File: src/hdl/sff_pkg.sv
// Shared types and constants of the streaming FIR filter.
package sff_pkg;

    localparam int DATA_W       = 16;
    localparam int COEF_IDX_W   = 6;
    localparam int CFG_W        = 7;
    localparam int DEFAULT_TAPS = 64;

    localparam logic [CFG_W-1:0] TAP_COUNT_RESET = 7'd64;

    localparam logic FUNC_COEF   = 1'b0;
    localparam logic FUNC_SAMPLE = 1'b1;

    // control from the sequencer to the multiply-accumulate unit
    typedef struct packed {
        logic clear;
        logic mul_en;
    } mac_ctrl_t;

endpackage

File: src/hdl/sff_if.sv
// Valid/ready channel interfaces for filter input items and filter results.
interface sff_in_if import sff_pkg::*; ();
    logic                     valid;
    logic                     ready;
    logic                     func;
    logic [COEF_IDX_W-1:0]    coef_index;
    logic signed [DATA_W-1:0] coef_value;
    logic signed [DATA_W-1:0] sample;

    modport source (output valid, func, coef_index, coef_value, sample, input ready);
    modport sink   (input valid, func, coef_index, coef_value, sample, output ready);
endinterface

interface sff_out_if import sff_pkg::*; ();
    logic                     valid;
    logic                     ready;
    logic signed [DATA_W-1:0] filtered_sample;
    logic                     saturated;

    modport source (output valid, filtered_sample, saturated, input ready);
    modport sink   (input valid, filtered_sample, saturated, output ready);
endinterface

File: src/hdl/sff_mac.sv
// Shared multiply-accumulate unit: registered 16x16 product, then accumulate.
module sff_mac import sff_pkg::*; #(
    parameter int TAPS = DEFAULT_TAPS
) (
    input  logic                             clk,
    input  logic                             rst_n,
    input  mac_ctrl_t                        ctrl,
    input  logic signed [DATA_W-1:0]         coef,
    input  logic signed [DATA_W-1:0]         hist,
    output logic signed [33+$clog2(TAPS)-1:0] acc,
    output logic                             pending
);

    localparam int ACC_W  = 33 + $clog2(TAPS);
    localparam int PROD_W = 2 * DATA_W;

    logic signed [PROD_W-1:0] prod_reg;
    logic                     prod_vld_reg;
    logic signed [ACC_W-1:0]  acc_reg;
    logic signed [ACC_W-1:0]  prod_ext;

    always_ff @(posedge clk)
    begin
        if (ctrl.mul_en)
        begin
            prod_reg <= coef * hist;
        end
    end

    always_ff @(posedge clk or negedge rst_n)
    begin
        if (!rst_n)
        begin
            prod_vld_reg <= 1'b0;
        end
        else
        begin
            prod_vld_reg <= ctrl.mul_en;
        end
    end

    assign prod_ext = {{(ACC_W-PROD_W){prod_reg[PROD_W-1]}}, prod_reg};

    always_ff @(posedge clk)
    begin
        if (ctrl.clear)
        begin
            acc_reg <= '0;
        end
        else if (prod_vld_reg)
        begin
            acc_reg <= acc_reg + prod_ext;
        end
    end

    assign acc     = acc_reg;
    assign pending = prod_vld_reg;

endmodule

File: src/hdl/streaming_fir_filter_unit.sv
// Direct-form FIR filter: one shared multiply-accumulate stepped over the taps.
// A coefficient write (func 0) is stored in the coefficient memory. A sample
// (func 1) starts a sweep over the active taps: one tap a cycle is read from the
// coefficient and history memories into the single multiplier, then the read
// and product registers drain, and a rounding step rounds and saturates.
// The input is not ready while a sample is worked on. The result sits in an
// output register, so a new item may be taken while it waits for transfer;
// a finished sum waits in the rounding step if that register is still full.
// No clearing pass follows reset: a fill count masks history not yet written.
module streaming_fir_filter_unit import sff_pkg::*; #(
    parameter int TAPS = DEFAULT_TAPS
) (
    input  logic             clk,
    input  logic             rst_n,
    sff_in_if.sink           in_ch,
    sff_out_if.source        out_ch,
    input  logic             cfg_we,
    input  logic [CFG_W-1:0] cfg_wdata
);

    localparam int IDX_W = $clog2(TAPS);
    localparam int CNT_W = $clog2(TAPS + 1);
    localparam int ACC_W = 33 + $clog2(TAPS);

    localparam logic [1:0] ST_IDLE  = 2'd0;
    localparam logic [1:0] ST_RUN   = 2'd1;
    localparam logic [1:0] ST_DRAIN = 2'd2;
    localparam logic [1:0] ST_ROUND = 2'd3;

    logic [1:0]               state_reg, state_next;
    logic [CFG_W-1:0]         tap_count_reg;
    logic [CNT_W-1:0]         taps_reg;
    logic [CNT_W-1:0]         taps_eff;
    logic [CNT_W-1:0]         fill_reg;
    logic [IDX_W-1:0]         newest_reg;
    logic [IDX_W-1:0]         tap_reg;
    logic [IDX_W-1:0]         slot_reg;
    logic                     rd_vld_reg;
    logic                     live_reg;
    logic signed [DATA_W-1:0] coef_rd_reg;
    logic signed [DATA_W-1:0] hist_rd_reg;
    logic signed [DATA_W-1:0] coef_mem [TAPS];
    logic signed [DATA_W-1:0] hist_mem [TAPS];
    logic                     out_valid_reg;
    logic signed [DATA_W-1:0] out_data_reg;
    logic                     out_sat_reg;

    logic                     in_xfer;
    logic                     sample_xfer;
    logic                     coef_we;
    logic                     last_tap;
    logic                     out_free;
    mac_ctrl_t                mac_ctrl;
    logic signed [ACC_W-1:0]  acc;
    logic                     mac_pending;
    logic signed [ACC_W:0]    round_sum;
    logic signed [ACC_W:0]    round_q;
    logic                     in_range;
    logic signed [DATA_W-1:0] round_data;

    assign in_ch.ready = (state_reg == ST_IDLE);
    assign in_xfer     = in_ch.valid && in_ch.ready;
    assign sample_xfer = in_xfer && (in_ch.func == FUNC_SAMPLE);
    assign coef_we     = in_xfer && (in_ch.func == FUNC_COEF)
                         && (int'(in_ch.coef_index) < TAPS);
    assign last_tap    = (CNT_W'(tap_reg) == taps_reg - CNT_W'(1));
    assign out_free    = !out_valid_reg || out_ch.ready;

    // clamp tap_count to 1..TAPS
    always_comb
    begin
        if (tap_count_reg == '0)
        begin
            taps_eff = CNT_W'(1);
        end
        else if (int'(tap_count_reg) > TAPS)
        begin
            taps_eff = CNT_W'(TAPS);
        end
        else
        begin
            taps_eff = CNT_W'(tap_count_reg);
        end
    end

    always_comb
    begin
        state_next = state_reg;
        case (state_reg)
            ST_IDLE:
            begin
                if (sample_xfer)
                begin
                    state_next = ST_RUN;
                end
            end
            ST_RUN:
            begin
                if (last_tap)
                begin
                    state_next = ST_DRAIN;
                end
            end
            ST_DRAIN:
            begin
                if (!rd_vld_reg && !mac_pending)
                begin
                    state_next = ST_ROUND;
                end
            end
            ST_ROUND:
            begin
                if (out_free)
                begin
                    state_next = ST_IDLE;
                end
            end
            default:
            begin
                state_next = ST_IDLE;
            end
        endcase
    end

    always_ff @(posedge clk or negedge rst_n)
    begin
        if (!rst_n)
        begin
            state_reg     <= ST_IDLE;
            tap_count_reg <= TAP_COUNT_RESET;
            taps_reg      <= CNT_W'(1);
            fill_reg      <= '0;
            newest_reg    <= '0;
            tap_reg       <= '0;
            slot_reg      <= '0;
            rd_vld_reg    <= 1'b0;
            live_reg      <= 1'b0;
            out_valid_reg <= 1'b0;
        end
        else
        begin
            state_reg  <= state_next;
            rd_vld_reg <= (state_reg == ST_RUN);
            live_reg   <= (CNT_W'(tap_reg) < fill_reg);
            if (cfg_we)
            begin
                tap_count_reg <= cfg_wdata;
            end
            if (sample_xfer)
            begin
                taps_reg   <= taps_eff;
                tap_reg    <= '0;
                slot_reg   <= newest_reg;
                newest_reg <= (newest_reg == '0) ? IDX_W'(TAPS - 1)
                                                 : newest_reg - IDX_W'(1);
                if (int'(fill_reg) < TAPS)
                begin
                    fill_reg <= fill_reg + CNT_W'(1);
                end
            end
            else if (state_reg == ST_RUN)
            begin
                tap_reg  <= tap_reg + IDX_W'(1);
                slot_reg <= (slot_reg == IDX_W'(TAPS - 1)) ? '0 : slot_reg + IDX_W'(1);
            end
            if (state_reg == ST_ROUND && out_free)
            begin
                out_valid_reg <= 1'b1;
            end
            else if (out_ch.ready)
            begin
                out_valid_reg <= 1'b0;
            end
        end
    end

    // coefficient and history memories, one write and one registered read each
    always_ff @(posedge clk)
    begin
        if (coef_we)
        begin
            coef_mem[IDX_W'(in_ch.coef_index)] <= in_ch.coef_value;
        end
        coef_rd_reg <= coef_mem[tap_reg];
    end

    always_ff @(posedge clk)
    begin
        if (sample_xfer)
        begin
            hist_mem[newest_reg] <= in_ch.sample;
        end
        hist_rd_reg <= hist_mem[slot_reg];
    end

    assign mac_ctrl.clear  = sample_xfer;
    assign mac_ctrl.mul_en = rd_vld_reg;

    sff_mac #(
        .TAPS (TAPS)
    ) u_mac (
        .clk     (clk),
        .rst_n   (rst_n),
        .ctrl    (mac_ctrl),
        .coef    (coef_rd_reg),
        .hist    (live_reg ? hist_rd_reg : '0),
        .acc     (acc),
        .pending (mac_pending)
    );

    // round half up, then clip when the bits above Q1.15 are not a sign extension
    assign round_sum  = {acc[ACC_W-1], acc} + (ACC_W+1)'(16384);
    assign round_q    = round_sum >>> 15;
    assign in_range   = (&round_q[ACC_W:DATA_W-1]) || !(|round_q[ACC_W:DATA_W-1]);
    assign round_data = in_range ? round_q[DATA_W-1:0]
                      : (round_q[ACC_W] ? {1'b1, {(DATA_W-1){1'b0}}}
                                        : {1'b0, {(DATA_W-1){1'b1}}});

    always_ff @(posedge clk)
    begin
        if (state_reg == ST_ROUND && out_free)
        begin
            out_data_reg <= round_data;
            out_sat_reg  <= !in_range;
        end
    end

    assign out_ch.valid           = out_valid_reg;
    assign out_ch.filtered_sample = out_data_reg;
    assign out_ch.saturated       = out_sat_reg;

    a_fill_bound: assert property (@(posedge clk) disable iff (!rst_n)
        int'(fill_reg) <= TAPS)
        else $error("history fill count above depth");

    a_tap_bound: assert property (@(posedge clk) disable iff (!rst_n)
        state_reg == ST_RUN |-> CNT_W'(tap_reg) < taps_reg)
        else $error("tap counter past active taps");

    a_sample_starts: assert property (@(posedge clk) disable iff (!rst_n)
        sample_xfer |=> state_reg == ST_RUN && tap_reg == '0)
        else $error("sample transfer did not start the tap sweep");

    a_result_source: assert property (@(posedge clk) disable iff (!rst_n)
        $rose(out_valid_reg) |-> $past(state_reg) == ST_ROUND)
        else $error("result shown without a rounding step");

    a_round_drained: assert property (@(posedge clk) disable iff (!rst_n)
        state_reg == ST_ROUND |-> !rd_vld_reg && !mac_pending)
        else $error("rounding while products still in flight");

endmodule
File: src/flat_wrapper.sv
// flat-port wrapper written by rule: the top's interface ports become plain ports
module streaming_fir_filter_unit_flat import sff_pkg::*;
#(
    parameter int TAPS = DEFAULT_TAPS
)
  (clk, rst_n, cfg_we, cfg_wdata, in_ch_valid, in_ch_func, in_ch_coef_index, in_ch_coef_value, in_ch_sample, in_ch_ready, out_ch_valid, out_ch_filtered_sample, out_ch_saturated, out_ch_ready);
  sff_in_if in_ch_i ();
  sff_out_if out_ch_i ();
  input  logic clk;
  input  logic rst_n;
  input  logic cfg_we;
  input  logic [CFG_W-1:0] cfg_wdata;
  input wire logic [$bits(in_ch_i.valid)-1:0] in_ch_valid;
  input wire logic [$bits(in_ch_i.func)-1:0] in_ch_func;
  input wire logic [$bits(in_ch_i.coef_index)-1:0] in_ch_coef_index;
  input wire logic [$bits(in_ch_i.coef_value)-1:0] in_ch_coef_value;
  input wire logic [$bits(in_ch_i.sample)-1:0] in_ch_sample;
  output wire logic [$bits(in_ch_i.ready)-1:0] in_ch_ready;
  output wire logic [$bits(out_ch_i.valid)-1:0] out_ch_valid;
  output wire logic [$bits(out_ch_i.filtered_sample)-1:0] out_ch_filtered_sample;
  output wire logic [$bits(out_ch_i.saturated)-1:0] out_ch_saturated;
  input wire logic [$bits(out_ch_i.ready)-1:0] out_ch_ready;
  assign in_ch_i.valid = in_ch_valid;
  assign in_ch_i.func = in_ch_func;
  assign in_ch_i.coef_index = in_ch_coef_index;
  assign in_ch_i.coef_value = in_ch_coef_value;
  assign in_ch_i.sample = in_ch_sample;
  assign in_ch_ready = in_ch_i.ready;
  assign out_ch_valid = out_ch_i.valid;
  assign out_ch_filtered_sample = out_ch_i.filtered_sample;
  assign out_ch_saturated = out_ch_i.saturated;
  assign out_ch_i.ready = out_ch_ready;
  streaming_fir_filter_unit #(.TAPS(TAPS)) u_core (.clk(clk), .rst_n(rst_n), .in_ch(in_ch_i), .out_ch(out_ch_i), .cfg_we(cfg_we), .cfg_wdata(cfg_wdata));
endmodule
File: config.mk
export PLATFORM = sky130hd
export DESIGN_NAME = streaming_fir_filter_unit_flat
export DESIGN_NICKNAME = d
export VERILOG_FILES = /design/src/hdl/sff_pkg.sv /design/src/hdl/sff_if.sv /design/src/hdl/sff_mac.sv /design/src/hdl/streaming_fir_filter_unit.sv /design/src/flat_wrapper.sv
export SDC_FILE = /design/constraint.sdc
export NUM_CORES = 2
export LEC_CHECK = 0
export ABC_AREA = 0
export BUFFER_PORTS_ARGS = -buffer_cell sky130_fd_sc_hd__buf_2
export CAP_MARGIN = 10
export CORE_UTILIZATION = 50
export DETAILED_ROUTE_END_ITERATION = 6
export GPL_ROUTABILITY_DRIVEN = 0
export GPL_TIMING_DRIVEN = 0
export HOLD_SLACK_MARGIN = 0.1
export PLACE_DENSITY = 0.61
export SYNTH_ARGS = -nofsm -noshare
export SYNTH_HDL_FRONTEND = slang
export SYNTH_SLANG_ARGS = --single-unit
File: constraint.sdc
create_clock -name clk -period 12.6 [get_ports clk]
set_clock_uncertainty 0.1 [all_clocks]
set_input_delay 2.52 -clock clk [delete_from_list [all_inputs] [get_ports clk]]
set_output_delay 2.52 -clock clk [all_outputs]
set_load 0.03 [all_outputs]
Word-level counts from Yosys, hierarchy flattened
Memories as Yosys holds them, arrays and structs flattened. A register that Yosys moved wholly into a read port is not among the register bits.
Index checks and enable logic that the tools add are counted.
{"block": "classes", "addsub": 7, "multipliers": 1, "magnitude_cmp": 3, "eq_ne": 9, "mux": 22, "n_bitwise": 1, "n_reduce_logical": 21}
{"op": "2-to-1 mux 16 bit", "count": 3}
{"op": "adder 39 x 16 -> 40 bit, second input constant", "count": 1}
{"op": "adder 39 x 32 -> 39 bit", "count": 1}
{"op": "2-to-1 mux 6 bit", "count": 6}
{"op": "multiplier 16 x 16 -> 32 bit", "count": 1}
{"op": "2-to-1 mux 7 bit", "count": 2}
{"op": "adder 6 x 1 -> 6 bit, second input constant", "count": 2}
{"op": "AND reduction 10 bit", "count": 1}
{"op": "OR reduction 10 bit", "count": 1}
{"op": "2-to-1 mux 2 bit", "count": 4}
{"op": "case mux 2 bit (4 select lines)", "count": 1}
{"op": "adder 7 x 1 -> 7 bit, second input constant", "count": 1}
{"op": "== test 6 x 7 -> 1 bit", "count": 1}
{"op": "greater-than comparator 7 bit, second input constant", "count": 1}
{"op": "zero test 7 bit", "count": 1}
{"op": "less-than comparator 6 x 7 -> 1 bit", "count": 1}
{"op": "less-than comparator 7 bit, second input constant", "count": 1}
{"op": "subtractor 7 x 1 -> 7 bit, second input constant", "count": 1}
{"op": "== test 6 bit, second input constant", "count": 1}
{"op": "zero test 6 bit", "count": 1}
{"op": "2-to-1 mux 1 bit", "count": 6}
{"op": "inequality test 2 x 1 -> 1 bit, second input constant", "count": 3}
{"op": "subtractor 6 x 1 -> 6 bit, second input constant", "count": 1}
{"op": "logical AND 1 bit", "count": 5}
{"op": "other kinds (10)", "count": 17}
{"block": "totals", "reg_bits": 133, "ram_bits": 2048, "input_bits": 51, "out_inout_bits": 19, "wordCells": 81, "n_memories": 2}
{"name": "u_core.coef_mem", "words": 64, "width": 16, "read_ports": 1, "rd_clocked_by_memory_dff": 1, "wr": 1, "line": "streaming_fir_filter_unit.sv:42", "source": "logic signed [DATA_W-1:0] coef_mem [TAPS];"}
{"name": "u_core.hist_mem", "words": 64, "width": 16, "read_ports": 1, "rd_clocked_by_memory_dff": 1, "wr": 1, "line": "streaming_fir_filter_unit.sv:43", "source": "logic signed [DATA_W-1:0] hist_mem [TAPS];"}

Logic depth before layout (Yosys ltp)
{"block": "depth", "word_depth": 5, "depth_mapped": 26, "depth_no_buf": 24}

Cells and area by module
A second synthesis with hierarchy kept.
{"block": "hier_totals", "cells_unflattened": 5050, "area_unflattened_um2": 96699.0}
{"mod": "streaming_fir_filter_unit", "instances": 1, "cells_each": 3468, "area_per_inst_um2": 82320.2, "seq_area_each_um2": 63753.6}
{"mod": "sff_mac", "instances": 1, "cells_each": 1582, "area_per_inst_um2": 14378.8, "seq_area_each_um2": 1766.7}

Worst setup path after synthesis
Ideal clock, no wire load.
{"block": "synth_path", "path_kind": "reg2reg", "start": "reg u_core.live_reg", "end": "reg u_core.u_mac.prod_reg[29], data pin", "arrival_time_ns": 6.328, "required_ns": 12.241, "setup_slack_ns": 5.913, "stages_incl_launch_ff": 27, "n_path_buf": 2, "cell_sequence": "dfrtp_1 clkbuf_1 and2_0 clkbuf_1 nand2_1 fa_1 inv_1 fa_1 inv_1 fa_1 inv_1 fa_1 fa_1 inv_1 fa_1 inv_1 ha_1 a211oi_1 o21ai_0 a221o_1 a21oi_1 a211o_1 nand2_1 o21a_1 a21oi_1 o21ai_0 xnor2_1"}
{"block": "synth_between", "elab_chain_cells": 2}
{"item": "start, declared", "line": "streaming_fir_filter_unit.sv:39", "source": "logic live_reg;"}
{"item": "start signal, assigned", "line": "streaming_fir_filter_unit.sv:144", "source": "live_reg <= (CNT_W'(tap_reg) < fill_reg);"}
{"item": "2-to-1 mux 16 bit", "line": "streaming_fir_filter_unit.sv:206", "source": ".hist (live_reg ? hist_rd_reg : '0),"}
{"item": "multiplier 16 x 16 -> 32 bit", "line": "sff_mac.sv:26", "source": "prod_reg <= coef * hist;"}
{"item": "end signal, assigned", "line": "sff_mac.sv:26"}
{"item": "end, declared", "line": "sff_mac.sv:17", "source": "logic signed [PROD_W-1:0] prod_reg;"}
Every way passes these cells.
A chain may end at the register's enable or synchronous reset.

Worst setup path in the final report
{"block": "layout_path", "start": "reg u_core.live_reg", "end": "reg u_core.u_mac.prod_reg[31], data pin"}
Same word-level chain as after synthesis.

==> results.toml <==
[worst_hold_path]
hold_start = "u_core.rd_vld_reg"
hp-class = "flop to flop"
min_to = "u_core.u_mac.pending"
whs_path_depth = 0

[run_status]
outcome = "finished clean"

[clock_tree]
cts_made_buffers = 216
cts-resized-gates = 0
cts.sinks = 2213
post_cts_buffers = 0
clk_path_buf_depth = 3
cts_tree = "built"
clk_pin_slew_worst_paths_ns = 0.06
clk_latency_ns = 0.89
ctsHoldBuffers = 0
htree_levels = 4
clockRootBuffer = "clkbuf_16"

[finish]
fin_nets = 5881
area_delta_synth_final_pct = 13.5
design_area_mm2 = 0.109
stdcell_count = 8127
drive_gt1_share_pct = 24.1

[sta]
post-route-min-period_ns = 8.30
setup_slack_ns = 4.30
fin_setup_tns_ns = 0
hold_viol = 0
finalSetupViolCount = 0
timing.fmax_ghz = 0.121
relSlewSlack_pct = 12.1
rsz0062_at_grt = "false"
worst_pin_slew_ns = 1.32
final_max_slew_viol_count = 0
post-route-period-util_pct = 65.9

[logic_synthesis]
async_flop_share_pct = 2.03
yosysSeqAreaShare_pct = 68.0
synth_edf_count = 2097
synth_ff_type = "edfxtp_1"
ys_warn_count = 0
syn_inst = 5008
ys_ff_latch = 2213
syn_nets = 5458
ys_types = 79
syn-cell-area_mm2 = 0.0963
avgSynthCellArea_um2 = 19.2

[global_routing]
grt_max_degree = 65
grt_pass1_wl_um = 349000
antenna_found_initial = 22
overflow = 0
grt_pass1_vias = 49400
grt_usage_pct = 25.2

[route]
drtIter0Drc = 4966
via_per_inst = 6.01
drc = 0
post_drt_wl_per_cell_um = 29.6
finalWirelength_um = 241000
drtAntennaViolNets = 0
drt-pass1-iter-count = 5
route.vias.total = 48800

[worst_setup_path]
ff2ff_path_depth = 26
crit_fanout = 10
crit_path_end_kind = "flop"
r2r-start = "u_core.live_reg"
cp.required_ns = 13.09
worstPathArrival_ns = 8.79
r2r-end = "u_core.u_mac.prod_reg[31]"
start_kind = "flop"
crit_type = "flop to flop"
worst-r2r-setup-slack_ns = 4.30

[floorplanning]
die_h_um = 441
die_w_um = 441
placement_rows = 160
coreArea_mm2 = 0.191
start_util_pct = 50.5
dieArea_mm2 = 0.194
io_pins = 70

[job]
drv_cap = 0

[placed_design]
port_buffers = 65
dp_slack_ns = 4.35
dp_hpwl_um = 165000
dp.cells = 7707
place_area_mm2 = 0.102
-- synth_stat cells (43+ instances only) --
cell	instances	area [um2]
a21oi_1	79	395
and3_1	150	938
buf_1	60	225
clkbuf_1	181	679
dfrtp_1	43	1080
dfxtp_1	71	1420
edfxtp_1	2097	63000
fa_1	263	5270
ha_1	136	1700
inv_1	320	1200
mux4_2	672	15100
nand2_1	205	769
nand3_1	44	220
nor2_1	238	893
o21ai_0	63	315
xnor2_1	59	517
-- metrics by stage --
step | utilization (%) | hold WS [ns]
after detailed placement | 53.5 | 0.354
final | 57.3 | 0.356
after global routing | 57.3 | 0.368
after CTS | 57.1 | 0.370
after global placement | 52.3 | 0.365
after floorplan | - | 0.345
-- cell families (layout without fill, tap and decap cells) --
family,Yosys count,in the layout,synth area share [%]
other cells,0,11,0
simple gates,755,755,3.74
mux,713,713,16.1
flops,2213,2213,68.0
xor+xnor,98,98,0.891
compound gates,265,265,1.77
fa+ha+maj,399,399,7.23
buf+inv,565,1162,2.22
-- placed cells by master (no fill, tap or decap), types with 12 or more instances in the layout --
cell type,n
edfxtp_1,2097
nand3_1,44
bufinv_16,16
mux4_2,672
ha_1,136
nor3_1,17
o21a_1,13
nand2_1,205
buf_2,63
fa_1,263
a31oi_1,13
buf_12,23
nor2b_1,12
nor2_2,128
clkinv_2,42
dfrtp_1,42
clkinv_1,38
nand3b_1,12
clkbuf_16,216
xnor2_1,59
clkbuf_1,227
a21o_1,24
nand4_1,17
buf_1,60
inv_1,320
buf_8,112
a21oi_1,79
o21ai_0,63
and3_1,150
dfxtp_1,71
mux2i_1,34
nor2_1,111
xor2_1,39
-- cell type report --
class / instances / area [um2]
Multi-Input combinational cell: 2230 / 29000
Tap cell: 2511 / 3140
Timing Repair Buffer: 205 / 2530
Sequential cell: 2213 / 65500
Clock inverter: 123 / 1280
Inverter: 320 / 1200
Clock buffer: 269 / 5670
Fill cell: 14200 / 81500
Antenna cell: 11 / 27.5
Buffer: 245 / 937
-- metal layers --
metal  vias up  routed length [um]  GRT usage [%]
met2      1816              114000           39.1
li1      20600                   -              -
met5         -                  29              0
met4         6                5960           6.41
met3       297               18700           5.51
met1     26100              102000           36.4
-- worst max-delay path by stage --
stage / slack, ns / cells past startpoint / to / start
final: 4.30 / 26 / u_core.u_mac.prod_reg[31] / u_core.live_reg
after global routing: 3.93 / 26 / u_core.u_mac.prod_reg[31] / u_core.live_reg
after CTS: 4.37 / 26 / u_core.u_mac.prod_reg[31] / u_core.live_reg
after detailed placement: 4.35 / 26 / u_core.u_mac.prod_reg[31] / u_core.live_reg
after global placement: 4.36 / 26 / u_core.u_mac.prod_reg[31] / u_core.live_reg
after floorplan: 5.91 / 26 / u_core.u_mac.prod_reg[29] / u_core.live_reg
-- critical path: stages, from the launching register on --
cell       delay [ns]
dfrtp_1          0.39
clkbuf_1         0.41
and2_0           0.47
clkbuf_1         0.50
nand2_1          0.16
fa_1             0.53
inv_1            0.05
fa_1             0.49
inv_1            0.05
fa_1             0.53
inv_1            0.05
fa_1             0.45
fa_1             0.49
inv_1            0.05
fa_1             0.47
inv_1            0.04
ha_1             0.34
a211oi_1         0.25
o21ai_0          0.13
a221o_1          0.38
a21oi_1          0.26
a211o_1          0.27
nand2_1          0.13
o2111ai_1        0.33
o2111ai_1        0.23
a21oi_1          0.26
xnor2_1          0.26
Power is not shown: default switching activity piles up to over one toggle a cycle in this logic, so the estimate is an artifact.
